File: config.mk
export PLATFORM = sky130hd
export DESIGN_NAME = stack_with_search_remove_unit
export DESIGN_NICKNAME = d
export VERILOG_FILES = /design/src/rtl/swsr_pkg.sv /design/src/rtl/stack_with_search_remove_unit.sv /design/src/rtl/swsr_ram.sv /design/src/rtl/swsr_core.sv
export SDC_FILE = /design/constraint.sdc
export NUM_CORES = 2
export LEC_CHECK = 0
export BUFFER_PORTS_ARGS = -buffer_cell sky130_fd_sc_hd__buf_2
export CORE_ASPECT_RATIO = 2
export CORE_MARGIN = 1.5
export CORE_UTILIZATION = 65
export DETAILED_ROUTE_END_ITERATION = 16
export HOLD_SLACK_MARGIN = 0.12
export PLACE_DENSITY = 0.82
export SLEW_MARGIN = 20
export SYNTH_ARGS = -nofsm -noshare
export SYNTH_HDL_FRONTEND = slang
export SYNTH_SLANG_ARGS = --single-unit
File: constraint.sdc
create_clock -name clock -period 18.8 [get_ports clock]
set_clock_uncertainty 0.1 [all_clocks]
set_input_delay 0 -clock clock [delete_from_list [all_inputs] [get_ports clock]]
set_output_delay 0 -clock clock [all_outputs]
set_load 0.05 [all_outputs]
File: src/rtl/swsr_pkg.sv
// Package for the stack with search-and-remove: sizes, codes and beat types.
package swsr_pkg;

   localparam int DEPTH  = 64;
   localparam int DATA_W = 31;
   localparam int ADDR_W = $clog2(DEPTH);
   localparam int CNT_W  = ADDR_W + 1;

   localparam logic [1:0] CMD_PUSH   = 2'd0;
   localparam logic [1:0] CMD_POP    = 2'd1;
   localparam logic [1:0] CMD_REMOVE = 2'd2;

   localparam logic [1:0] ST_OK       = 2'd0;
   localparam logic [1:0] ST_EMPTY    = 2'd1;
   localparam logic [1:0] ST_FULL     = 2'd2;
   localparam logic [1:0] ST_NOTFOUND = 2'd3;

   typedef struct packed {
      logic [1:0]        command;
      logic [DATA_W-1:0] value;
   } req_type;

   typedef struct packed {
      logic [DATA_W-1:0] data;
      logic [CNT_W-1:0]  position;
      logic [1:0]        status;
      logic [CNT_W-1:0]  fill;
   } rsp_type;

   typedef struct packed {
      logic              we;
      logic [ADDR_W-1:0] waddr;
      logic [DATA_W-1:0] wdata;
      logic              re;
      logic [ADDR_W-1:0] raddr;
   } mem_req_type;

   typedef enum logic [1:0] {
      S_IDLE,
      S_POP_RD,
      S_SCAN,
      S_RESP
   } state_type;

endpackage

File: src/rtl/stack_with_search_remove_unit.sv
// Top level of the LIFO stack with push, pop and remove-by-value.
//
// Input channel req_: one beat carries a command (push, pop, remove) and a
// value. A beat is taken when req_valid is high and req_stall low. The unit
// works on one command at a time and holds req_stall high until it is done.
// Result channel rsp_: exactly one beat per command with popped data, the
// position of the topmost match on remove, a status code and the fill level.
// Per command: a push, an empty pop or an unused code sets its result
// straight from idle; a pop first reads the top entry from the RAM; a
// remove walks the stack bottom to top, one entry read and compared per
// cycle through the single RAM read port, kept entries written back
// behind the read pointer.
// A new command is taken only once the previous result has moved into
// the output register, which a stalled, full output register holds off.
// The result sits in an output register, so a new command is taken while a
// finished result still waits; a stalled result beat holds unchanged.
// Reset (synchronous, active high) empties the stack; RAM contents are not
// cleared as only written slots are ever read.
module stack_with_search_remove_unit (
   input  logic              clock,
   input  logic              reset,
   input  logic              req_valid,
   input  swsr_pkg::req_type req_item,
   output logic              req_stall,
   output logic              rsp_valid,
   output swsr_pkg::rsp_type rsp_item,
   input  logic              rsp_stall
);
   import swsr_pkg::*;

   mem_req_type       mem_req;
   logic [DATA_W-1:0] mem_rdata;
   logic              res_valid;
   rsp_type           res_item;
   logic              res_taken;

   logic              rsp_valid_ff, rsp_valid_in;
   rsp_type           rsp_item_ff, rsp_item_in;

   swsr_ram #(
      .WIDTH(DATA_W),
      .DEPTH(DEPTH)
   ) u_ram (
      .clock(clock),
      .we   (mem_req.we),
      .waddr(mem_req.waddr),
      .wdata(mem_req.wdata),
      .re   (mem_req.re),
      .raddr(mem_req.raddr),
      .rdata(mem_rdata)
   );

   swsr_core u_core (
      .clock    (clock),
      .reset    (reset),
      .req_valid(req_valid),
      .req_item (req_item),
      .req_stall(req_stall),
      .res_valid(res_valid),
      .res_item (res_item),
      .res_taken(res_taken),
      .mem_req  (mem_req),
      .mem_rdata(mem_rdata)
   );

   // output slot loads when empty or when its beat leaves this cycle
   always_comb begin
      res_taken    = res_valid && (!rsp_valid_ff || !rsp_stall);
      rsp_item_in  = rsp_item_ff;
      rsp_valid_in = rsp_valid_ff && rsp_stall;
      if (res_taken) begin
         rsp_item_in  = res_item;
         rsp_valid_in = 1'b1;
      end
   end

   always_ff @(posedge clock) begin
      if (reset) begin
         rsp_valid_ff <= 1'b0;
      end else begin
         rsp_valid_ff <= rsp_valid_in;
      end
   end

   always_ff @(posedge clock) begin
      rsp_item_ff <= rsp_item_in;
   end

   assign rsp_valid = rsp_valid_ff;
   assign rsp_item  = rsp_item_ff;

endmodule

File: src/rtl/swsr_ram.sv
// Generic single-write, single-read RAM with registered read data.
module swsr_ram #(
   parameter int WIDTH = 31,
   parameter int DEPTH = 64
) (
   input  logic                     clock,
   input  logic                     we,
   input  logic [$clog2(DEPTH)-1:0] waddr,
   input  logic [WIDTH-1:0]         wdata,
   input  logic                     re,
   input  logic [$clog2(DEPTH)-1:0] raddr,
   output logic [WIDTH-1:0]         rdata
);

   logic [WIDTH-1:0] mem_ff [DEPTH];
   logic [WIDTH-1:0] rdata_ff;

   always_ff @(posedge clock) begin
      if (we) begin
         mem_ff[waddr] <= wdata;
      end
      if (re) begin
         rdata_ff <= mem_ff[raddr];
      end
   end

   assign rdata = rdata_ff;

endmodule

File: src/rtl/swsr_core.sv
// Command sequencer: push, pop and the compare-and-compact walk for remove.
module swsr_core (
   input  logic                    clock,
   input  logic                    reset,
   input  logic                    req_valid,
   input  swsr_pkg::req_type       req_item,
   output logic                    req_stall,
   output logic                    res_valid,
   output swsr_pkg::rsp_type       res_item,
   input  logic                    res_taken,
   output swsr_pkg::mem_req_type   mem_req,
   input  logic [swsr_pkg::DATA_W-1:0] mem_rdata
);
   import swsr_pkg::*;

   state_type         state_ff, state_in;
   logic [CNT_W-1:0]  count_ff, count_in;
   logic [DATA_W-1:0] key_ff, key_in;
   logic [CNT_W-1:0]  rd_ff, rd_in;
   logic [CNT_W-1:0]  wr_ff, wr_in;
   logic              pend_ff, pend_in;
   logic [ADDR_W-1:0] pidx_ff, pidx_in;
   logic              found_ff, found_in;
   logic [ADDR_W-1:0] hit_ff, hit_in;
   rsp_type           res_ff, res_in;

   always_ff @(posedge clock) begin
      if (reset) begin
         state_ff <= S_IDLE;
         count_ff <= '0;
         pend_ff  <= 1'b0;
         found_ff <= 1'b0;
      end else begin
         state_ff <= state_in;
         count_ff <= count_in;
         pend_ff  <= pend_in;
         found_ff <= found_in;
      end
   end

   always_ff @(posedge clock) begin
      key_ff  <= key_in;
      rd_ff   <= rd_in;
      wr_ff   <= wr_in;
      pidx_ff <= pidx_in;
      hit_ff  <= hit_in;
      res_ff  <= res_in;
   end

   always_comb begin
      state_in  = state_ff;
      count_in  = count_ff;
      key_in    = key_ff;
      rd_in     = rd_ff;
      wr_in     = wr_ff;
      pend_in   = pend_ff;
      pidx_in   = pidx_ff;
      found_in  = found_ff;
      hit_in    = hit_ff;
      res_in    = res_ff;
      mem_req   = '0;
      req_stall = 1'b1;
      res_valid = 1'b0;

      unique case (state_ff)
         S_IDLE: begin
            req_stall = 1'b0;
            if (req_valid) begin
               key_in = req_item.value;
               unique case (req_item.command)
                  CMD_PUSH: begin
                     if (count_ff == CNT_W'(DEPTH)) begin
                        res_in = '{data: '0, position: '0, status: ST_FULL, fill: count_ff};
                     end else begin
                        mem_req.we    = 1'b1;
                        mem_req.waddr = count_ff[ADDR_W-1:0];
                        mem_req.wdata = req_item.value;
                        count_in      = CNT_W'(count_ff + 1'b1);
                        res_in        = '{data: '0, position: '0, status: ST_OK,
                                          fill: CNT_W'(count_ff + 1'b1)};
                     end
                     state_in = S_RESP;
                  end
                  CMD_POP: begin
                     if (count_ff == '0) begin
                        res_in   = '{data: '0, position: '0, status: ST_EMPTY, fill: count_ff};
                        state_in = S_RESP;
                     end else begin
                        mem_req.re    = 1'b1;
                        mem_req.raddr = ADDR_W'(count_ff - 1'b1);
                        count_in      = CNT_W'(count_ff - 1'b1);
                        state_in      = S_POP_RD;
                     end
                  end
                  CMD_REMOVE: begin
                     rd_in    = '0;
                     wr_in    = '0;
                     pend_in  = 1'b0;
                     found_in = 1'b0;
                     state_in = S_SCAN;
                  end
                  default: begin
                     res_in   = '{data: '0, position: '0, status: ST_OK, fill: count_ff};
                     state_in = S_RESP;
                  end
               endcase
            end
         end
         S_POP_RD: begin
            res_in   = '{data: mem_rdata, position: '0, status: ST_OK, fill: count_ff};
            state_in = S_RESP;
         end
         S_SCAN: begin
            // compare the entry read last cycle; keep it by writing it down
            if (pend_ff) begin
               if (mem_rdata == key_ff) begin
                  found_in = 1'b1;
                  hit_in   = pidx_ff;
               end else begin
                  mem_req.we    = 1'b1;
                  mem_req.waddr = wr_ff[ADDR_W-1:0];
                  mem_req.wdata = mem_rdata;
                  wr_in         = CNT_W'(wr_ff + 1'b1);
               end
            end
            // write slot always trails the read slot, so no hazard
            if (rd_ff < count_ff) begin
               mem_req.re    = 1'b1;
               mem_req.raddr = rd_ff[ADDR_W-1:0];
               pidx_in       = rd_ff[ADDR_W-1:0];
               rd_in         = CNT_W'(rd_ff + 1'b1);
               pend_in       = 1'b1;
            end else begin
               pend_in = 1'b0;
               if (!pend_ff) begin
                  if (found_ff) begin
                     res_in   = '{data: '0,
                                  position: CNT_W'(count_ff - {1'b0, hit_ff}),
                                  status: ST_OK, fill: wr_ff};
                     count_in = wr_ff;
                  end else begin
                     res_in = '{data: '0, position: '0, status: ST_NOTFOUND, fill: count_ff};
                  end
                  state_in = S_RESP;
               end
            end
         end
         S_RESP: begin
            res_valid = 1'b1;
            if (res_taken) begin
               state_in = S_IDLE;
            end
         end
         default: begin
            state_in = S_IDLE;
         end
      endcase
   end

   assign res_item = res_ff;

endmodule

==> key figures <==
Power
  • VDD IR max: 0.0942 mV
  • P_leak: 32.0 nW
  • PwrDens: 123 nW/um^2
  • Overall Power: 11.5 mW

Worst setup path
  • CP Cell Sequence: inv_1 > ha_1 > a21oi_1 > o21ai_0 > a211o_1 > inv_2 > a21oi_4 > buf_12 > buf_12 > buf_12 > mux2i_1 > a221oi_1 > a32oi_1 > nand2_1 > or3_1
  • Reg2reg start: u_core.count_ff[4]
  • Crit path capture type: flip-flop
  • Critical Path Fanout Max: 162
  • Setup crit start: u_core.count_ff[4]
  • Critical path's most frequent cell: buf_12
  • Worst r2r path cells: 15
  • Arrival time worst endpoint: 8070 ps
  • Highest-delay cell along the critical path: dfxtp_1
  • Kind of critical path: flip-flop to flip-flop
  • Worst Setup Start Kind: flip-flop
  • CP peak stage delay: about 740 ps
  • Reg2Reg Setup Slack: ~11000 ps
  • Worst endpoint required time: ~19000 ps

Layout
  • Number of nets in the layout: roughly 5.8k
  • Syn-to-layout area delta: 10.3%
  • Share of post-route cells with drive strength above 1: between 9 and 10%
  • Fin cells: approximately 7.5k

Min path
  • Worst min path class: input port to flip-flop
  • Hold path cells: 5
  • HP Start: rsp_stall

Die
  • Initial Utilization: 65.6%
  • Core Area: ~130000 sq um
  • Chip height: just over 500 um
  • Rows: ~190
  • Die span in x: 259 um
  • Die area: 134000 sq um
  • Ports: 86

Yosys
  • Synth area leader: edfxtp_1
  • Leading cell types by total area after synthesis: edfxtp_1 76%, mux2i_1 4.7%, nand2_1 4.5%
  • Flip-flop and latch count after synthesis: 2178
  • Top cell type's share of synthesized area: between 70% and 80%
  • Most frequent cell after synthesis: edfxtp_1
  • Post-synth top cells: 2166 x edfxtp_1, 1027 x nand2_1, 404 x mux2i_1, 354 x a21oi_1, 309 x nand3_1
  • FFs w/ async S/R, synth: 0%
  • Top_reg_cell synth: edfxtp_1
  • Synth warn: 0
  • Syn_nets: about 5.7k
  • Yosys cell types: 64
  • Avg Inst Size Synth: between 15 and 20 sq um
  • Seq/Total Area, Yosys: 76.5%
  • EDFF count, synth: 2166
  • Mapped Area: 85300 sq um
  • Post-Synthesis Cells: 5596

Run
  • MaxCap Viol Count: 0

CTS
  • TritonCTS buffer count: 166
  • Max clock buf depth: 3
  • Clock transition at path regs: ~70 ps
  • H-tree Lvls: 4
  • Hold buffer count at CTS: 74
  • CTS tree: yes
  • Setup bufs post-CTS: 0
  • PostCTS Resize Cnt: 0
  • Root Driver: clkbuf_16
  • Clk Latency, worst-skew pair: between 800 and 900 ps
  • Clock sink count: roughly 2.2k

Route
  • DR iter-0 viols: 7852
  • Wire per inst: about 31 um
  • Drt pass-1 iters: 6
  • Routed wire length: 235000 um
  • DRC viols: 0
  • Vias/cell: approximately 7.0
  • Final ANT Viol Nets: 0
  • Via count: 53.0k

Place
  • GP Congestion: 0.967
  • IO buf count: 85
  • Dpl cells: just over 7k
  • Post-detail-place hpwl: 130000 um

STA
  • Final period util: 40.6%
  • FMAX: 131 MHz
  • Final count of pins violating max slew: 0
  • Worst-Margin Slew: 1220 ps
  • Final hold violation count: 0
  • RSZ-0062 raised after global routing: no
  • Slew headroom: 18.9%
  • Setup TNS: 0 ps
  • Final Critical Period: between 7000 and 8000 ps
  • Final setup viols: 0

GRT
  • Vias in the first global route: 52.7k
  • Largest net degree at the start of global routing: 166
  • Grt total ovfl: 0
  • All-layer global routing usage: 35.1%
  • First-pass GRT wire length: between 300000 and 400000 um
  • Antenna violations before repair: 7

Run status
  • Outcome: finished, final reports clean
[cell usage in the layout, fill, tap and decap left out, drive strengths merged, types with 84 or more instances in the layout]
cell / count
a221oi: 158
a31oi: 84
nand3: 309
a21oi: 355
nand2: 1027
buf: 219
edfxtp: 2166
nor2: 107
a32oi: 150
clkbuf: 204
mux2i: 404
[kinds of logic after synthesis]
family | share of synthesized area [%]
muxes | 4.75
AOI/OAI and AO/OA | 7.84
DFF | 76.5
adders and majority gates | 0.434
xor gates and xnor gates | 0.544
and+or+nand+nor | 7.78
buffers and inverters | 2.10
[power breakdown]
part           switching, mW  internal [mW]  leakage (nW)
Sequential             0.133           5.57          20.1
Clock                   1.65           1.80          2.50
Combinational           1.69          0.698          9.40
[metrics by stage]
step	worst slack [ps]	cell area, sq um	util, %	hold WS, ps
floorplan	12830	85300	-	-30.9
global placement	11800	87900	67.6	102
detailed placement	11650	87900	67.6	103
CTS	11520	93800	72.1	123
global route	11020	94000	72.3	186
finish	11160	94000	72.3	162
[path summary, 6_finish.rpt]
check / end
min reg2reg: rsp_item[33]
min: u_core.state_ff[0]
max reg2reg: u_ram.rdata[23]
max: u_ram.rdata[23]
[metal layers]
metal  up-vias  track usage [%]  routed length, um
li1      21700                -                  -
met4         8             26.3              19600
met2      4328             59.3             118000
met1     25900             39.8              72900
met5         -                0                 49
met3      1115             6.42              24300
[critical path: cells and delay by family (launching register included)]
family                   cells  cell delay (ps)
multiplexers                 1              260
buffers and inverters        5             2460
flip-flops                   1              740
adder cells (fa/ha/maj)      1              360
AND/OR/NAND/NOR              2              660
AO/OA/AOI/OAI                6             1990
[sequential cells by signal, indices dropped and copies added (netlist names)]
signal / flops
rsp_item: 47
u_core.hit_ff: 6
u_core.pidx_ff: 6
u_ram.mem_ff: 1984
u_core.wr_ff: 7
u_core.found_ff: 1
u_core.pend_ff: 1
u_ram.rdata: 31
u_core.count_ff: 7
u_core.res_item: 47
rsp_valid: 1
u_core.state_ff: 2
u_core.key_ff: 31
u_core.rd_ff: 7
[final cells by class]
class	instances	area, sq um
inverters	25	93.8
clock inverters	94	797
flip-flops and latches	2178	65300
clock buffers	204	4380
multi-input cells	3035	19000
repair buffers	293	2330
diodes	1	2.50
well taps	1701	2130
fillers	7363	36100
Power figures use the tool's default switching activity.
